### config.mk
export PLATFORM = sky130hd
export DESIGN_NAME = xor_keyshare_collector_flat
export DESIGN_NICKNAME = d
export VERILOG_FILES = /design/src/sv/xkc_pkg.sv /design/src/sv/xkc_ifs.sv /design/src/sv/xor_keyshare_collector.sv /design/src/sv/xkc_cfg.sv /design/src/sv/xkc_accum.sv /design/src/sv/xkc_report.sv /design/src/flat_wrapper.sv
export SDC_FILE = /design/constraint.sdc
export NUM_CORES = 1
export LEC_CHECK = 0
export ABC_AREA = 1
export BUFFER_PORTS_ARGS = -buffer_cell sky130_fd_sc_hd__buf_2
export CAP_MARGIN = 20
export CORE_UTILIZATION = 63
export DETAILED_ROUTE_END_ITERATION = 16
export PLACE_DENSITY_LB_ADDON = 0.08
export SYNTH_ARGS = -nofsm -noshare
export SYNTH_HDL_FRONTEND = slang
export SYNTH_SLANG_ARGS = --single-unit
### constraint.sdc
create_clock -name clk -period 9 [get_ports clk]
set_clock_uncertainty 0.1 [all_clocks]
set_input_delay 0 -clock clk [delete_from_list [all_inputs] [get_ports clk]]
set_output_delay 0 -clock clk [all_outputs]
set_load 0.01 [all_outputs]
### src/sv/xkc_pkg.sv
`default_nettype none

package xkc_pkg;

	localparam int KEY_BYTES = 5;
	localparam logic [7:0] JUMP_OPCODE = 8'hEB;

	localparam int BYTE_W = 8;
	localparam int KIDX_W = 4;
	localparam int CFG_W = 16;
	localparam int HPOS_W = 17;

	localparam logic [CFG_W-1:0] GAP_RESET = 16'd16;
	localparam logic [CFG_W-1:0] SLOT_RESET = 16'd5;

	typedef enum logic [0:0] {
		REG_GAP_BYTES  = 1'b0,
		REG_SLOT_BYTES = 1'b1
	} reg_idx_t;

	typedef logic [KEY_BYTES-1:0][BYTE_W-1:0] key_arr_t;

	typedef struct packed {
		logic [BYTE_W-1:0] data_byte;
		logic              in_heap;
		logic              end_of_scan;
	} in_item_t;

	typedef struct packed {
		logic [CFG_W-1:0]  gap;
		logic [HPOS_W-1:0] period;
	} cfg_t;

	function automatic logic [HPOS_W-1:0] period_of(logic [CFG_W-1:0] gap,
			logic [CFG_W-1:0] slot);
		logic [CFG_W-1:0] slot_eff;
		slot_eff = (slot < CFG_W'(KEY_BYTES)) ? CFG_W'(KEY_BYTES) : slot;
		return HPOS_W'(gap) + HPOS_W'(slot_eff);
	endfunction

endpackage

`default_nettype wire

### src/sv/xkc_ifs.sv
`default_nettype none

interface xkc_in_if;
	logic       valid;
	logic       ready;
	logic [7:0] data_byte;
	logic       in_heap;
	logic       end_of_scan;

	modport source (output valid, data_byte, in_heap, end_of_scan, input ready);
	modport sink (input valid, data_byte, in_heap, end_of_scan, output ready);
endinterface

interface xkc_out_if;
	logic       valid;
	logic       ready;
	logic [3:0] key_index;
	logic [7:0] key_byte;
	logic       last_key;

	modport source (output valid, key_index, key_byte, last_key, input ready);
	modport sink (input valid, key_index, key_byte, last_key, output ready);
endinterface

interface xkc_cfg_if;
	logic              valid;
	logic              ready;
	xkc_pkg::reg_idx_t index;
	logic [15:0]       data;

	modport source (output valid, index, data, input ready);
	modport sink (input valid, index, data, output ready);
endinterface

`default_nettype wire

### src/sv/xor_keyshare_collector.sv
// Rebuilds a 5-byte key from XOR shares in a byte stream of code-region
// bytes followed by heap-region bytes. One byte is taken per cycle; the
// whole per-byte update (jump/length compare, window flag shift, XOR into
// the key bytes, heap period counter) settles in the cycle the byte is
// accepted. The byte flagged end_of_scan is folded in, then the key is
// copied to a report buffer and sent as 5 beats, index 0 first, last_key
// on the final one, while the stream state clears for the next scan.
// Input bytes keep flowing during a report; an end_of_scan byte stalls
// only if the previous report still has beats left beyond the current
// cycle. Register writes (gap_bytes at index 0, slot_bytes at index 1)
// are taken at once and belong between scans.
`default_nettype none

module xor_keyshare_collector (
	input  wire logic clk,
	input  wire logic arst_n,
	xkc_in_if.sink    in_ch,
	xkc_out_if.source out_ch,
	xkc_cfg_if.sink   cfg
);
	import xkc_pkg::*;

	cfg_t     cfg_cur;
	in_item_t item;
	key_arr_t key_snap;
	logic     rep_free;
	logic     accept;

	assign item.data_byte   = in_ch.data_byte;
	assign item.in_heap     = in_ch.in_heap;
	assign item.end_of_scan = in_ch.end_of_scan;

	assign in_ch.ready = rep_free || !in_ch.end_of_scan;
	assign accept      = in_ch.valid && in_ch.ready;

	xkc_cfg u_cfg (
		.clk     (clk),
		.arst_n  (arst_n),
		.cfg     (cfg),
		.cfg_out (cfg_cur)
	);

	xkc_accum u_accum (
		.clk      (clk),
		.arst_n   (arst_n),
		.accept   (accept),
		.item     (item),
		.cfg      (cfg_cur),
		.key_snap (key_snap)
	);

	xkc_report u_report (
		.clk      (clk),
		.arst_n   (arst_n),
		.load     (accept && item.end_of_scan),
		.key_snap (key_snap),
		.free     (rep_free),
		.out_ch   (out_ch)
	);

endmodule

`default_nettype wire

### src/sv/xkc_cfg.sv
`default_nettype none

module xkc_cfg (
	input  wire logic      clk,
	input  wire logic      arst_n,
	xkc_cfg_if.sink        cfg,
	output xkc_pkg::cfg_t  cfg_out
);
	import xkc_pkg::*;

	logic [CFG_W-1:0]  gap_q;
	logic [CFG_W-1:0]  slot_q;
	logic [HPOS_W-1:0] period_q;

	assign cfg.ready = 1'b1;

	always_ff @(posedge clk or negedge arst_n) begin
		if (!arst_n) begin
			gap_q    <= GAP_RESET;
			slot_q   <= SLOT_RESET;
			period_q <= period_of(GAP_RESET, SLOT_RESET);
		end else if (cfg.valid) begin
			unique case (cfg.index)
				REG_GAP_BYTES: begin
					gap_q    <= cfg.data;
					period_q <= period_of(cfg.data, slot_q);
				end
				REG_SLOT_BYTES: begin
					slot_q   <= cfg.data;
					period_q <= period_of(gap_q, cfg.data);
				end
				default: begin
					gap_q <= gap_q;
				end
			endcase
		end
	end

	assign cfg_out.gap    = gap_q;
	assign cfg_out.period = period_q;

endmodule

`default_nettype wire

### src/sv/xkc_accum.sv
`default_nettype none

module xkc_accum (
	input  wire logic              clk,
	input  wire logic              arst_n,
	input  wire logic              accept,
	input  wire xkc_pkg::in_item_t item,
	input  wire xkc_pkg::cfg_t     cfg,
	output xkc_pkg::key_arr_t      key_snap
);
	import xkc_pkg::*;

	key_arr_t              key_q;
	logic [KEY_BYTES-1:0]  flags_q;
	logic                  prev_jump_q;
	logic [HPOS_W-1:0]     heap_pos_q;
	logic                  region_q;

	key_arr_t              key_n;
	logic [KEY_BYTES-1:0]  flags_n;
	logic                  prev_jump_n;
	logic [HPOS_W-1:0]     heap_pos_n;
	logic [HPOS_W:0]       diff;
	logic                  in_slot;
	logic [HPOS_W-1:0]     pos_inc;

	assign diff    = {1'b0, heap_pos_q} - (HPOS_W+1)'(cfg.gap);
	assign in_slot = !diff[HPOS_W] && (diff[HPOS_W-1:0] < HPOS_W'(KEY_BYTES));
	assign pos_inc = heap_pos_q + HPOS_W'(1);

	always_comb begin
		key_n       = key_q;
		flags_n     = flags_q;
		prev_jump_n = prev_jump_q;
		heap_pos_n  = heap_pos_q;
		if (item.in_heap) begin
			flags_n     = '0;
			prev_jump_n = 1'b0;
			for (int d = 0; d < KEY_BYTES; d++) begin
				if (in_slot && diff[HPOS_W-1:0] == HPOS_W'(d))
					key_n[d] = key_q[d] ^ item.data_byte;
			end
			heap_pos_n = (pos_inc >= cfg.period) ? '0 : pos_inc;
		end else begin
			heap_pos_n = '0;
			for (int d = 0; d < KEY_BYTES; d++) begin
				if (flags_q[d])
					key_n[d] = key_q[d] ^ item.data_byte;
			end
			for (int d = KEY_BYTES - 1; d > 0; d--)
				flags_n[d] = flags_q[d-1];
			flags_n[0]  = prev_jump_q && (item.data_byte == BYTE_W'(KEY_BYTES));
			prev_jump_n = (item.data_byte == JUMP_OPCODE);
		end
	end

	assign key_snap = key_n;

	always_ff @(posedge clk or negedge arst_n) begin
		if (!arst_n) begin
			key_q       <= '0;
			flags_q     <= '0;
			prev_jump_q <= 1'b0;
			heap_pos_q  <= '0;
			region_q    <= 1'b0;
		end else if (accept) begin
			if (item.end_of_scan) begin
				key_q       <= '0;
				flags_q     <= '0;
				prev_jump_q <= 1'b0;
				heap_pos_q  <= '0;
				region_q    <= 1'b0;
			end else begin
				key_q       <= key_n;
				flags_q     <= flags_n;
				prev_jump_q <= prev_jump_n;
				heap_pos_q  <= heap_pos_n;
				region_q    <= item.in_heap;
			end
		end
	end

`ifndef SYNTHESIS
	a_clear_on_last: assert property (@(posedge clk) disable iff (!arst_n)
		accept && item.end_of_scan |=> key_q == '0 && flags_q == '0 && heap_pos_q == '0)
		else $error("stream state not cleared after final byte");
	a_heap_no_windows: assert property (@(posedge clk) disable iff (!arst_n)
		region_q |-> flags_q == '0 && !prev_jump_q)
		else $error("code windows open in heap region");
	a_code_pos_zero: assert property (@(posedge clk) disable iff (!arst_n)
		!region_q |-> heap_pos_q == '0)
		else $error("heap position kept in code region");
`endif

endmodule

`default_nettype wire

### src/sv/xkc_report.sv
`default_nettype none

module xkc_report (
	input  wire logic              clk,
	input  wire logic              arst_n,
	input  wire logic              load,
	input  wire xkc_pkg::key_arr_t key_snap,
	output logic                   free,
	xkc_out_if.source              out_ch
);
	import xkc_pkg::*;

	key_arr_t          rep_q;
	logic [KIDX_W-1:0] idx_q;
	logic              busy_q;
	logic              beat;
	logic              last_beat;

	assign last_beat = idx_q == KIDX_W'(KEY_BYTES - 1);
	assign beat      = busy_q && out_ch.ready;
	assign free      = !busy_q || (beat && last_beat);

	assign out_ch.valid     = busy_q;
	assign out_ch.key_index = idx_q;
	assign out_ch.key_byte  = rep_q[0];
	assign out_ch.last_key  = last_beat;

	always_ff @(posedge clk or negedge arst_n) begin
		if (!arst_n) begin
			busy_q <= 1'b0;
			idx_q  <= '0;
		end else if (load) begin
			busy_q <= 1'b1;
			idx_q  <= '0;
		end else if (beat) begin
			busy_q <= !last_beat;
			idx_q  <= last_beat ? '0 : idx_q + KIDX_W'(1);
		end
	end

	always_ff @(posedge clk) begin
		if (load) begin
			rep_q <= key_snap;
		end else if (beat) begin
			for (int i = 0; i < KEY_BYTES - 1; i++)
				rep_q[i] <= rep_q[i+1];
		end
	end

`ifndef SYNTHESIS
	a_idx_range: assert property (@(posedge clk) disable iff (!arst_n)
		busy_q |-> idx_q < KIDX_W'(KEY_BYTES))
		else $error("report index out of range");
	a_load_start: assert property (@(posedge clk) disable iff (!arst_n)
		load |=> busy_q && idx_q == '0)
		else $error("report did not start at key byte zero");
	a_idx_step: assert property (@(posedge clk) disable iff (!arst_n)
		beat && !last_beat && !load |=> busy_q && idx_q == $past(idx_q) + KIDX_W'(1))
		else $error("report index did not advance");
`endif

endmodule

`default_nettype wire
### src/flat_wrapper.sv
// flat-port wrapper written by rule: the top's interface ports become plain ports
module xor_keyshare_collector_flat import xkc_pkg::*;
  (clk, arst_n, in_ch_valid, in_ch_data_byte, in_ch_in_heap, in_ch_end_of_scan, in_ch_ready, out_ch_valid, out_ch_key_index, out_ch_key_byte, out_ch_last_key, out_ch_ready, cfg_valid, cfg_index, cfg_data, cfg_ready);
  xkc_in_if in_ch_i ();
  xkc_out_if out_ch_i ();
  xkc_cfg_if cfg_i ();
  input  wire logic clk;
  input  wire logic arst_n;
  input wire logic [$bits(in_ch_i.valid)-1:0] in_ch_valid;
  input wire logic [$bits(in_ch_i.data_byte)-1:0] in_ch_data_byte;
  input wire logic [$bits(in_ch_i.in_heap)-1:0] in_ch_in_heap;
  input wire logic [$bits(in_ch_i.end_of_scan)-1:0] in_ch_end_of_scan;
  output wire logic [$bits(in_ch_i.ready)-1:0] in_ch_ready;
  output wire logic [$bits(out_ch_i.valid)-1:0] out_ch_valid;
  output wire logic [$bits(out_ch_i.key_index)-1:0] out_ch_key_index;
  output wire logic [$bits(out_ch_i.key_byte)-1:0] out_ch_key_byte;
  output wire logic [$bits(out_ch_i.last_key)-1:0] out_ch_last_key;
  input wire logic [$bits(out_ch_i.ready)-1:0] out_ch_ready;
  input wire logic [$bits(cfg_i.valid)-1:0] cfg_valid;
  input wire logic [$bits(cfg_i.index)-1:0] cfg_index;
  input wire logic [$bits(cfg_i.data)-1:0] cfg_data;
  output wire logic [$bits(cfg_i.ready)-1:0] cfg_ready;
  assign in_ch_i.valid = in_ch_valid;
  assign in_ch_i.data_byte = in_ch_data_byte;
  assign in_ch_i.in_heap = in_ch_in_heap;
  assign in_ch_i.end_of_scan = in_ch_end_of_scan;
  assign in_ch_ready = in_ch_i.ready;
  assign out_ch_valid = out_ch_i.valid;
  assign out_ch_key_index = out_ch_i.key_index;
  assign out_ch_key_byte = out_ch_i.key_byte;
  assign out_ch_last_key = out_ch_i.last_key;
  assign out_ch_i.ready = out_ch_ready;
  assign cfg_i.valid = cfg_valid;
  assign cfg_i.index = cfg_index;
  assign cfg_i.data = cfg_data;
  assign cfg_ready = cfg_i.ready;
  xor_keyshare_collector u_core (.clk(clk), .arst_n(arst_n), .in_ch(in_ch_i), .out_ch(out_ch_i), .cfg(cfg_i));
endmodule
### After elaboration in Yosys (flattened, before gate mapping)

Index checks and enable logic that the tools add are counted.

* add/subtract/negate cells: 5
* magnitude comparators: 4
* equal/unequal tests: 7
* multiplexer cells: 29
* bitwise logic cells: 6
* reduce and logical (&&, ||, !) cells: 21

Operators with widths (number)
* $mux 40: 2
* $mux 8: 10
* $mux 32: 2
* $mux 17: 3
* $xor 8x8->8: 5
* $add 16x16->17: 2
* $eq 17x2->1 const B: 2
* $pmux 17 s2: 1
* $lt 16x3->1 const B: 2
* $mux 16: 2
* $sub 17x16->18: 1
* $add 17x1->17 const B: 1
* $eq 17x1->1 const B: 1
* $eq 17x3->1 const B: 1
* $ge 17x17->1: 1
* $logic_not 17->1: 1
* $lt 17x3->1 const B: 1
* $mux 4: 3
* $logic_and 1x1->1: 11
* $mux 5: 2
* $eq 8x3->1 const B: 1
* $eq 8x8->1 const B: 1
* $add 4x1->4 const B: 1
* $eq 4x3->1 const B: 1
* other kinds (6): 14

* flip-flop bits (word level): 157
* input bits: 32
* output and inout port bits: 16
* logic and storage cells: 90

### Longest topological paths before layout

Gate-level depths: netlist of the first run.

* depth after elaboration: 7
* gate-level depth with buffers: 23
* gate-level depth less buffers: 23

### Hierarchy

From an unflattened synthesis of the first run, not the netlist that was laid out.

* cells, all modules: 1850
* area, all modules: 12472.0 um^2

Modules (own cells, without submodules)
* xkc_accum: instances 1, cells each 1014, area each 6336.1 um^2, seq. area each 1576.5 um^2
* xkc_cfg: instances 1, cells each 640, area each 4102.7 um^2, seq. area each 1233.7 um^2
* xkc_report: instances 1, cells each 190, area each 2004.4 um^2, seq. area each 1326.3 um^2
* xor_keyshare_collector: instances 1, cells each 6, area each 28.8 um^2, seq. area each 0.0 um^2

### Worst setup path after synthesis of the first run

No wires, ideal clock.

* kind: register -> register
* from: register u_core.u_accum.heap_pos_q[0]
* to: register u_core.u_accum.heap_pos_q[13]
* setup time: 0.083 ns
* data arrival time: 3.183 ns
* required time: 8.817 ns
* slack: 5.634 ns
* cell stages (with the launch flop): 22
* path buffers: 1
* clock period less this slack: 3.366 ns
* cells stage by stage: dfrtp_1 -> ha_1 -> nand2_1 -> nor2_1 -> nand3_1 -> nor2_1 -> nand2_1 -> nor3_2 -> nand4_1 -> nor3_1 -> xor2_1 -> ha_1 -> nand2_1 -> inv_1 -> nand3_1 -> nor2_1 -> o21ai_0 -> o211ai_1 -> a21oi_1 -> clkbuf_1 -> nand3_1 -> o21ai_0

* longest elaborated chain between the ends: 5

RTL lines
* start, declared: line xkc_accum.sv:16 `logic [HPOS_W-1:0] heap_pos_q;`
* start signal, assigned: line xkc_accum.sv:77 `heap_pos_q <= heap_pos_n;`
* $add 17x1->17 (*): line xkc_accum.sv:29 `assign pos_inc = heap_pos_q + HPOS_W'(1);`
* $ge 17x17->1: line xkc_accum.sv:43 `heap_pos_n = (pos_inc >= cfg.period) ? '0 : pos_inc;`
* $mux 17 (*): line xkc_accum.sv:43
* $mux 17 (*): line xkc_accum.sv:36 `if (item.in_heap) begin`
* $mux 17 (*): line xkc_accum.sv:67 `if (item.end_of_scan) begin`

Mark *: on every way between the ends. The rest lies on a longest branch, timed or not.
A chain may end at the register's enable or synchronous reset.

### Worst setup path in the final report of the first run

* from: register u_core.u_report.idx_q[0], in the netlist u_core.u_report.out_ch.key_index[0]
* to: register u_core.u_report.idx_q[2], in the netlist u_core.u_report.out_ch.key_index[2]

* longest elaborated chain between the ends: 7
* elaborated cells between the ends (all ways): 11
* classes of those cells: 1 x add/sub; 1 x eq/ne; 3 x mux; 6 x reduce/logical

RTL lines
* start, declared: line xkc_report.sv:14 `logic [KIDX_W-1:0] idx_q;`
* start signal, assigned: line xkc_report.sv:37 `idx_q <= last_beat ? '0 : idx_q + KIDX_W'(1);`
* parallel branches: the longest is 7 deep, another holds $add 4x1->4

Several ways; the timed one is not identified. The select of a mux whose other input is x is not followed.

==> results of run 1 <==
## worst max path at each step
| stage | from | endpoint | slack [ns] |
|---|---|---|---|
| detailed placement | u_core.u_report.out_ch.key_index[0] | u_core.u_report.out_ch.key_index[2] | 5.29 |
| CTS | u_core.u_report.out_ch.key_index[0] | u_core.u_report.out_ch.key_index[2] | 5.27 |
| global route | u_core.u_report.out_ch.key_index[0] | u_core.u_report.out_ch.key_index[2] | 4.88 |
| global placement | u_core.u_report.out_ch.key_index[0] | u_core.u_report.out_ch.key_index[2] | 5.43 |
| finish | u_core.u_report.out_ch.key_index[0] | u_core.u_report.out_ch.key_index[2] | 5.23 |
| floorplan | u_core.u_accum.heap_pos_q[0] | u_core.u_accum.heap_pos_q[13] | 5.63 |
## tightest hold or removal path, cell delays in order
cell,delay [ns]
buf_2,0.19
nand2_1,0.09
nor2_1,0.04
nand4_1,0.07
o21ai_0,0.10
## timing repair
| action | CTS | global route |
|---|---|---|
| hold buffers | 24 | 0 |
| hold endpoints to repair | 105 | 0 |
| gates resized for setup | 0 | 0 |
## layer usage
layer / track usage, % / share of wire, %
met5: 0 / 0
met4: 22.24 / 6.6
met3: 5.819 / 5.0
met2: 57.39 / 48
met1: 41.02 / 41
## cell usage after synthesis, types with 2 or more instances
library cell  instances
nand2_1             621
inv_1               192
nand3_1             118
dfrtp_1             111
o21ai_0              87
clkbuf_1             71
ha_1                 68
nor2_1               67
a21oi_1              62
xnor2_1              44
o211ai_1             42
edfxtp_1             40
nand4_1              30
xor2_1               19
nor3_1               14
buf_4                12
a31oi_1              11
buf_2                 9
inv_2                 9
o21ai_1               9
dfstp_2               6
nor4_1                5
buf_1                 4
nor2_4                4
and2_1                3
fa_1                  3
nand2_2               3
nand2_4               2
nand3_2               2
nor2_2                2
nor3_4                2
o21a_1                2
o21bai_1              2
o31ai_1               2
## power groups by stage
stage | clock network, mW | registers, mW | logic (mW)
floorplan | 0 | 0.931 | 0.525
global placement | 0 | 0.960 | 0.671
detailed placement | 0 | 0.963 | 0.685
CTS | 0.760 | 0.950 | 0.699
global route | 0.789 | 0.965 | 0.795
finish | 0.753 | 0.952 | 0.703
## per-stage QoR
step / util, % / hold slack, ns
finish: 70.54 / 0.01489
global route: 70.54 / 0.01277
CTS: 70.54 / 0.0003438
detailed placement: 65.77 / -0.005793
global placement: 65.77 / -0.003324
floorplan: - / -0.3956
## logic make-up (layout without fill, tap and decap cells)
group,count (synthesis),count (layout),share of synthesized area (%)
flip-flops,157,157,35.32
AO/OA/AOI/OAI,223,223,10.84
buffers and inverters,298,313,10.03
adder cells (fa/ha/maj),71,71,7.777
other,1,1,0.03202
XOR/XNOR,63,63,4.711
AND/OR/NAND/NOR,877,877,31.29
## flip-flops by register name, summed over array words and instances, names as in the netlist
name and count:
u_core.u_accum.heap_pos_q 17, u_core.u_report.out_ch.key_index 4, u_core.u_accum.key_q 40, u_core.u_cfg.gap_q 16, u_core.u_cfg.period_q 17, u_core.u_report.out_ch.key_byte 8, u_core.u_accum.flags_q 5, u_core.u_accum.prev_jump_q 1
u_core.u_cfg.slot_q 16, u_core.u_report.rep_q 32, u_core.u_report.out_ch.valid 1
## final cells by class
type	count	area (um^2)	share of cell area, %
sequential	157	4136	32.42
multi-input combinational	1235	6414	50.27
timing repair buffer	79	540.5	4.237
clock inverter	15	196.4	1.540
clock buffer	17	425.4	3.335
inverter	202	758.2	5.944
tap	229	286.5	2.246
==> flow_metrics.py, run 1 <==
metrics = {
    "power_and_ir_drop": {
        "intPower_mw": 1.506,
        "peakVddDrop_mv": 0.1333,
        "clock_power_share_pct": 31.3,
        "switchingPower_mw": 0.9022,
        "p_per_area_nw_per_um2": 188.8,
        "pwr-share-comb_pct": 29.2,
        "p_total_mw": 2.408,
        "pwr-share-seq_pct": 39.5,
        "p_leak_nw": 6.602,
        "sw_frac_of_total_pct": 37.47,
    },
    "floorplanning": {
        "start_util_pct": 64.76,
        "fp.dieW_um": 138.4,
        "core-area_um2": 18090,
        "die_area_um2": 19140,
        "rows": 49,
        "die_y_um": 138.4,
        "io_pins": 48,
    },
    "placement": {
        "numPortBuffers": 46,
        "post-place-ws_ns": 5.291,
        "dp.cells": 1878,
        "place.gp.congestion": 0.9567,
        "dp_hpwl_mm": 22.56,
        "place_area_um2": 11900,
    },
    "run": {
        "drv_cap": 0,
    },
    "logic_synthesis": {
        "yosys_warnings": 0,
        "synth_cells": 1690,
        "avgSynthCellArea_um2": 6.930,
        "yosysTopAreaCellShare_pct": 23.72,
        "synthFlopType": "dfrtp_1",
        "synth_nets": 1793,
        "async_reset_ff_share_pct": 74.52,
        "syn_area_um2": 11710,
        "synth_edf_count": 40,
        "synth.area.top_cells": "dfrtp_1, nand2_1, edfxtp_1",
        "yosysSeqAreaShare_pct": 35.32,
        "synth.distinct_cells": 46,
        "synth_top_area_cell": "dfrtp_1",
        "yosys_register_bits": 157,
    },
    "sta": {
        "hold_violations": 0,
        "setup_slack_ns": 5.232,
        "fmax_ghz": 0.2654,
        "relSlewSlack_pct": 38.56,
        "setup_viol_count_final": 0,
        "worstMarginPinSlew_ns": 0.9217,
        "tns_ns": 0,
        "rsz0062_at_grt": "false",
        "fin_crit_ns": 3.768,
        "period_share_pct": 41.87,
        "slew_violations": 0,
    },
    "clocking": {
        "path_clk_slew_ns": 0.07,
        "root_buffer": "clkbuf_16",
        "cts-htree-levels": 4,
        "clock_latency_ns": 0.43,
        "clock_path_buffers": 2,
        "cts_tree": "done",
        "clkSinkCount": 157,
        "cts_setup_buffers": 0,
        "cts_made_buffers": 17,
    },
    "cells_and_area": {
        "drive_gt1_share_pct": 7.214,
        "final_net_count": 1795,
        "antenna_cells": 0,
        "final_cells": 1934,
        "syn_to_final_growth_pct": 8.920,
        "fillCellCount": 1503,
        "final_cell_mix": "nand2_1, inv_1, nand3_1",
        "mostFrequentLayoutCell": "nand2_1",
        "design_area_um2": 12760,
    },
    "setup_path": {
        "crit_buf_inv": 4,
        "critPathKind": "flop to flop",
        "arrival_ns": 3.99,
        "slowest_delay_ns": 0.73,
        "cp_slowest_cell": "nand2_2",
        "cpMostUsedCell": "nand2_1",
        "cp_top_family": "simple AND/OR/NAND/NOR gates",
        "worstSetupEndpointType": "flop",
        "r2r_end": "u_core.u_report.out_ch.key_index[2]",
        "reg2reg_depth": 14,
        "r2r_slack_ns": 5.23,
        "crit_chain": "inv_1, ha_1, nand2_1, nor2_1, nand2_1, nand3_1, nand2_1, buf_4, nor2_4, buf_4, inv_2, nand2_2, nand3_1, and3_1",
        "rr_startpoint": "u_core.u_report.out_ch.key_index[0]",
        "worst-endpoint-required_ns": 9.23,
        "critPathMaxFanout": 44,
        "cp.depth": 14,
        "critPathLaunchType": "flop",
    },
    "detailed_routing": {
        "viasPerCell": 5.680,
        "wl_per_cell_um": 16.39,
        "drc": 2,
        "vias": 10990,
        "ant_nets": 0,
        "drt-total-wl_mm": 31.70,
        "drtIter0Drc": 804,
        "drtPass1Iterations": 11,
    },
    "global_route": {
        "grt_overflow": 0,
        "antenna_found_initial": 0,
        "groute.usage.overall_pct": 34.28,
        "grt_first_pass_wirelength_mm": 51.76,
        "grt_max_degree": 68,
        "grt_pass1_vias": 10520,
    },
    "worst_hold_path": {
        "hold_depth": 5,
        "hp-class": "primary input to flop",
        "worstHoldStart": "in_ch_data_byte[6]",
        "min_to": "u_core.u_accum.prev_jump_q",
    },
    "run_status": {
        "run_status": "complete, but fails checks",
        "violations": "design-rule violations",
    },
}
Power figures use the tool's default switching activity.
==> run 2, diff against run 1 <==
CORE_UTILIZATION = 57   (was 63)
clock period = 3.1 ns   (was 9 ns; I/O delays follow)
==> run 2 against run 1 <==
Net effect: the flow finishes with violations (negative setup slack); hold slack better by 0.067 ns; sequential share of layout area down 3.4 points; non-clock buffer count up 84; global-route usage down 2.7 points.
==> flow_metrics.py, run 2 (synthesis results as in run 1) <==
metrics = {
    "run_status": {
        "run_status": "complete, but fails checks",
        "violations": "negative setup slack",
    },
    "worst_hold_path": {
        "hp-class": "primary input to asynchronous set/reset pin",
    },
    "setup_path": {
        "arrival_ns": 3.82,
        "crit_buf_inv": 2,
        "cp_slowest_cell": "dfrtp_1",
        "rr_startpoint": "u_core.u_accum.heap_pos_q[0]",
        "worstSetupEndpointType": "flop",
        "r2r_end": "u_core.u_accum.heap_pos_q[13]",
        "reg2reg_depth": 21,
        "startpoint": "u_core.u_accum.heap_pos_q[0]",
        "cp_top_family": "simple AND/OR/NAND/NOR gates",
        "critPathLaunchType": "flop",
        "worst-endpoint-required_ns": 3.34,
        "critPathMaxFanout": 7,
        "slowest_delay_ns": 0.38,
        "critPathKind": "flop to flop",
        "crit_chain": "ha_2, nand2_2, nor2_4, nand3_2, nor2_1, nand2_1, nor3_2, nand4_1, nor3_2, xor2_2, ha_1, nand2_1, inv_2, nand3_4, a21oi_2, nor2_2, o211ai_1, a21oi_2, buf_6, nand3_2, o21ai_1",
        "r2r_slack_ns": -0.48,
    },
    "sta": {
        "setup_slack_ns": -0.4769,
        "fmax_ghz": 0.2796,
        "hold_violations": 0,
        "relSlewSlack_pct": 44.89,
        "slew_violations": 0,
        "fin_crit_ns": 3.577,
        "tns_ns": -8.963,
        "setup_viol_count_final": 50,
        "rsz0062_at_grt": "true",
        "period_share_pct": 115.4,
        "worstMarginPinSlew_ns": 0.8267,
    },
    "detailed_routing": {
        "drtIter0Drc": 858,
        "drtPass1Iterations": 7,
        "drc": 0,
        "vias": 11410,
        "wl_per_cell_um": 16.43,
        "drt-total-wl_mm": 33.83,
        "ant_nets": 0,
        "viasPerCell": 5.542,
    },
    "cells_and_area": {
        "top_register": "u_core.u_accum.key_q",
        "largest_register_ffs": 40,
        "largestRegisters": "u_core.u_accum.key_q (40), u_core.u_report.rep_q (32)",
        "syn_to_final_growth_pct": 21.74,
        "antenna_cells": 0,
        "fillCellCount": 1686,
        "regArea_um2": 4136,
        "final_net_count": 1879,
        "drive_gt1_share_pct": 19.79,
        "multi_input_area_um2": 7061,
        "design_area_um2": 14260,
        "mostFrequentLayoutCell": "nand2_1",
        "final_cell_mix": "nand2_1, inv_1, dfrtp_1",
    },
    "floorplanning": {
        "die_area_um2": 21130,
        "io_pins": 48,
        "die_y_um": 145.3,
        "start_util_pct": 58.07,
        "fp.dieW_um": 145.3,
        "rows": 52,
        "core-area_um2": 20170,
    },
    "global_route": {
        "antenna_found_initial": 0,
        "grt_max_degree": 56,
        "groute.usage.overall_pct": 31.58,
        "grt_first_pass_wirelength_mm": 53.32,
        "grt_overflow": 0,
        "grt_pass1_vias": 10850,
    },
    "power_and_ir_drop": {
        "peakVddDrop_mv": 0.4259,
        "p_per_area_nw_per_um2": 503.8,
        "p_leak_nw": 7.058,
    },
    "placement": {
        "place_area_um2": 12450,
        "place.gp.congestion": 0.9073,
        "post-place-ws_ns": -0.2741,
        "dp_hpwl_mm": 22.76,
        "numPortBuffers": 46,
    },
    "clocking": {
        "cts_made_buffers": 17,
        "root_buffer": "clkbuf_16",
        "clock_path_buffers": 2,
        "cts-htree-levels": 4,
        "clkSinkCount": 157,
        "path_clk_slew_ns": 0.07,
        "clock_latency_ns": 0.43,
        "cts_tree": "done",
    },
    "run": {
        "drv_cap": 0,
    },
}
-- run 2: metal layers --
metal / track usage (%) / wire [um]
met5: 0 / 0
met4: 14.32 / 1391
met3: 4.514 / 1711
met2: 55.02 / 17010
met1: 38.83 / 13720
-- run 2: final cells by class --
cell class	count	area share, %
timing repair buffer	163	9.740
inverter	202	5.335
tap	270	2.369
clock buffer	18	3.010
sequential	157	29.01
clock inverter	14	1.018
multi-input combinational	1235	49.52
-- run 2: worst max path at each step --
stage	slack, ns	cells after the start	to
2_1_floorplan	0.02	21	u_core.u_accum.heap_pos_q[10]
3_3_place_gp	-0.27	21	u_core.u_accum.heap_pos_q[7]
3_5_place_dp	-0.27	21	u_core.u_accum.heap_pos_q[7]
4_1_cts	-0.26	21	u_core.u_accum.heap_pos_q[10]
5_1_grt	-0.78	21	u_core.u_accum.heap_pos_q[10]
6_report	-0.48	21	u_core.u_accum.heap_pos_q[13]
-- run 2: where the power goes --
part	total, mW	switching [mW]	internal (mW)	leakage [nW]
registers	2.77	0.266	2.50	1.91
clock network	2.09	0.904	1.18	0.252
logic	2.33	1.45	0.874	4.89
-- run 2: per-stage QoR --
step	total power [mW]	std cells	utilization, %	hold WS (ns)
global route	7.607	2059	70.69	0.1675
floorplan	4.228	1690	-	-0.3956
CTS	6.997	2037	66.38	0.1287
global placement	4.815	1971	61.71	0.03275
detailed placement	4.870	1971	61.71	0.03971
finish	7.184	2059	70.69	0.08236
-- run 2: worst register-to-register path, stage by stage, from the launching register on --
cell and delay, ns:
dfrtp_1 0.38, ha_2 0.21, nand2_2 0.07, nor2_4 0.13
nand3_2 0.09, nor2_1 0.11, nand2_1 0.09, nor3_2 0.22
nand4_1 0.21, nor3_2 0.28, xor2_2 0.20, ha_1 0.27
nand2_1 0.08, inv_2 0.06, nand3_4 0.08, a21oi_2 0.05
nor2_2 0.12, o211ai_1 0.11, a21oi_2 0.26, buf_6 0.19
nand3_2 0.07, o21ai_1 0.09
-- run 2: timing repair --
item | 4_1_cts | 5_1_grt
pin swaps | 4 | 89
cloned | 1 | 4
buffers inserted | 6 | 18
gates resized for setup | 12 | 185
setup endpoints to repair | 42 | 109
hold endpoints to repair | 113 | 0
hold buffers | 27 | 0
==> run 3, diff against run 2 <==
ABC_AREA = unset   (was 1)
==> run 3 against run 2 <==
Net effect: the flow finishes with violations (negative hold slack, negative setup slack); maximum frequency about the same; die area down 1.3%; synthesized cell count down 21%; total power increased by 5.8%; sequential power is 6% lower; first-iteration DRC count is 5.1% lower; synthesized area is 1.3% lower; cell count shrank 12%; non-clock buffer count up 122; design area grew 8.7%; core utilization increased by 8.1 points; wire length grew 2.3%.
==> flow_metrics.py, run 3 <==
metrics = {
    "placement": {
        "numPortBuffers": 46,
        "dp_hpwl_mm": 21.55,
        "post-place-ws_ns": -0.7576,
        "dp.cells": 1718,
        "place.gp.congestion": 0.9005,
        "place_area_um2": 13200,
    },
    "cells_and_area": {
        "largest_register_ffs": 40,
        "mostFrequentLayoutCell": "buf_4",
        "final_net_count": 1639,
        "final_cell_mix": "buf_4, nand2_1, dfrtp_1",
        "antenna_cells": 0,
        "drive_gt1_share_pct": 29.63,
        "final_cells": 1814,
        "syn_to_final_growth_pct": 33.99,
        "top_register": "u_core.u_accum.key_q",
        "largestRegisters": "u_core.u_accum.key_q (40), u_core.u_report.rep_q (32)",
        "design_area_um2": 15490,
    },
    "power_and_ir_drop": {
        "clock_power_share_pct": 30.1,
        "p_per_area_nw_per_um2": 490.8,
        "switchingPower_mw": 2.685,
        "pwr-share-comb_pct": 35.6,
        "pwr-share-seq_pct": 34.4,
        "sw_frac_of_total_pct": 35.30,
        "peakVddDrop_mv": 0.4855,
        "intPower_mw": 4.919,
        "p_leak_nw": 7.176,
    },
    "detailed_routing": {
        "wl_per_cell_um": 19.08,
        "ant_nets": 0,
        "drt-total-wl_mm": 34.61,
        "viasPerCell": 6.102,
        "drtIter0Drc": 814,
        "drtPass1Iterations": 5,
        "drc": 0,
        "vias": 11070,
    },
    "setup_path": {
        "crit_chain": "nor4_2, nand4_1, nor4_4, nor2b_2, buf_4, fa_2, a21o_1, a21o_1, a21oi_2, o311ai_2, o41ai_2, o21a_1, xor2_1, o22ai_1, o21bai_1",
        "worstSetupEndpointType": "flop",
        "reg2reg_depth": 15,
        "worst-endpoint-required_ns": 3.28,
        "cp_slowest_cell": "dfrtp_1",
        "arrival_ns": 3.76,
        "slowest_delay_ns": 0.42,
        "critPathLaunchType": "flop",
        "critPathMaxFanout": 2,
        "cpMostUsedCell": "a21o_1",
        "critPathKind": "flop to flop",
    },
    "sta": {
        "setup_viol_count_final": 107,
        "fmax_ghz": 0.2797,
        "rsz0062_at_grt": "true",
        "worstMarginPinSlew_ns": 0.9821,
        "setup_slack_ns": -0.4749,
        "fin_crit_ns": 3.575,
        "whs_ns": -0.01241,
        "relSlewSlack_pct": 34.23,
        "hold_violations": 3,
        "tns_ns": -33.92,
        "slew_violations": 0,
        "period_share_pct": 115.3,
    },
    "logic_synthesis": {
        "avgSynthCellArea_um2": 8.675,
        "synth_cells": 1333,
        "yosys_register_bits": 157,
        "yosysSeqAreaShare_pct": 35.77,
        "synth.distinct_cells": 69,
        "yosys_warnings": 0,
        "ys_top_cells_by_count": "nand2_1, dfrtp_1, nor2_1",
        "synthFlopType": "dfrtp_1",
        "syn_area_um2": 11560,
        "synth.area.top_cells": "dfrtp_1, edfxtp_1, ha_1",
        "yosysMostFrequentCell": "nand2_1",
        "yosysTopAreaCellShare_pct": 24.02,
        "async_reset_ff_share_pct": 74.52,
        "synth_edf_count": 40,
        "synth_top_area_cell": "dfrtp_1",
        "synth_nets": 1436,
    },
    "floorplanning": {
        "core-area_um2": 19650,
        "start_util_pct": 58.84,
        "rows": 51,
        "fp.dieW_um": 144.4,
        "io_pins": 48,
        "die_area_um2": 20860,
        "die_y_um": 144.4,
    },
    "global_route": {
        "grt_pass1_vias": 10730,
        "grt_overflow": 0,
        "antenna_found_initial": 0,
        "groute.usage.overall_pct": 33.26,
        "grt_first_pass_wirelength_mm": 53.30,
        "grt_max_degree": 46,
    },
    "clocking": {
        "cts-htree-levels": 4,
        "cts_tree": "done",
        "clkSinkCount": 157,
        "path_clk_slew_ns": 0.07,
        "cts_made_buffers": 17,
        "clock_path_buffers": 2,
        "root_buffer": "clkbuf_16",
        "clock_latency_ns": 0.44,
    },
    "run_status": {
        "run_status": "complete, but fails checks",
        "violations": "negative hold slack, negative setup slack",
    },
    "run": {
        "drv_cap": 0,
    },
    "worst_hold_path": {
        "hp-class": "primary input to asynchronous set/reset pin",
    },
}
run 3: worst max-delay path: cells and delay by family (launching register included):
family	cells	cell delay, ns
AO/OA/AOI/OAI	8	1.44
XOR/XNOR	1	0.15
adder cells (fa/ha/maj)	1	0.35
buffers and inverters	1	0.15
flip-flops	1	0.42
AND/OR/NAND/NOR	4	0.81
run 3: per-stage QoR:
step / power, mW / utilization [%]
2_1_floorplan: 4.150 / -
3_3_place_gp: 4.940 / 67.14
3_5_place_dp: 4.986 / 67.14
4_1_cts: 7.471 / 77.41
5_1_grt: 7.963 / 78.83
6_report: 7.604 / 78.83
run 3: power groups by stage:
stage          sequential, mW  clock, mW  combinational, mW
2_1_floorplan            2.62          0               1.53
3_3_place_gp             2.63          0               2.31
3_5_place_dp             2.64          0               2.35
4_1_cts                  2.60       2.29               2.58
5_1_grt                  2.64       2.38               2.95
6_report                 2.61       2.29               2.71
run 3: repair_timing:
action,4_1_cts,5_1_grt
pin swaps,99,64
hold buffers,33,0
cloned,2,0
setup endpoints to repair,107,110
hold endpoints to repair,171,0
buffers inserted,24,9
gates resized for setup,201,57
run 3: layout make-up:
class | instances | area, um^2
clock buffer | 18 | 429.2
fill | 1284 | 4160
tap | 265 | 331.6
timing repair buffer | 285 | 2391
multi-input combinational | 1010 | 7764
sequential | 157 | 4139
inverter | 65 | 244.0
clock inverter | 14 | 195.2
run 3: logic make-up (layout without fill, tap and decap cells):
kind of cell / after synthesis / count (layout) / synth area share, %
and+or+nand+nor: 488 / 488 / 21.80
AOI/OAI and AO/OA: 321 / 321 / 17.94
buffers and inverters: 166 / 382 / 5.735
DFF: 157 / 157 / 35.77
adders and majority gates: 71 / 71 / 7.877
xor gates and xnor gates: 65 / 65 / 4.923
muxes: 64 / 64 / 5.919
other: 1 / 1 / 0.03243
run 3: routing by layer:
layer | GRT usage [%] | routed length, um
met4 | 13.80 | 1198
met2 | 60.07 | 17880
met1 | 38.91 | 13730
met5 | 0 | 0
met3 | 5.397 | 1797
run 3: worst paths after layout:
check,start,end,slack (ns)
hold reg to reg,u_core.u_accum.flags_q[4],u_core.u_accum.flags_q[4],0.38
setup / recovery,u_core.u_cfg.slot_q[14],u_core.u_cfg.period_q[14],-0.47
max in group asynchronous,arst_n,u_core.u_cfg.period_q[0],2.12
min in group clk,in_ch_in_heap,u_core.u_accum.flags_q[3],0.07
setup reg to reg,u_core.u_cfg.slot_q[14],u_core.u_cfg.period_q[14],-0.47
hold / removal,arst_n,u_core.u_accum.key_q[21],-0.01
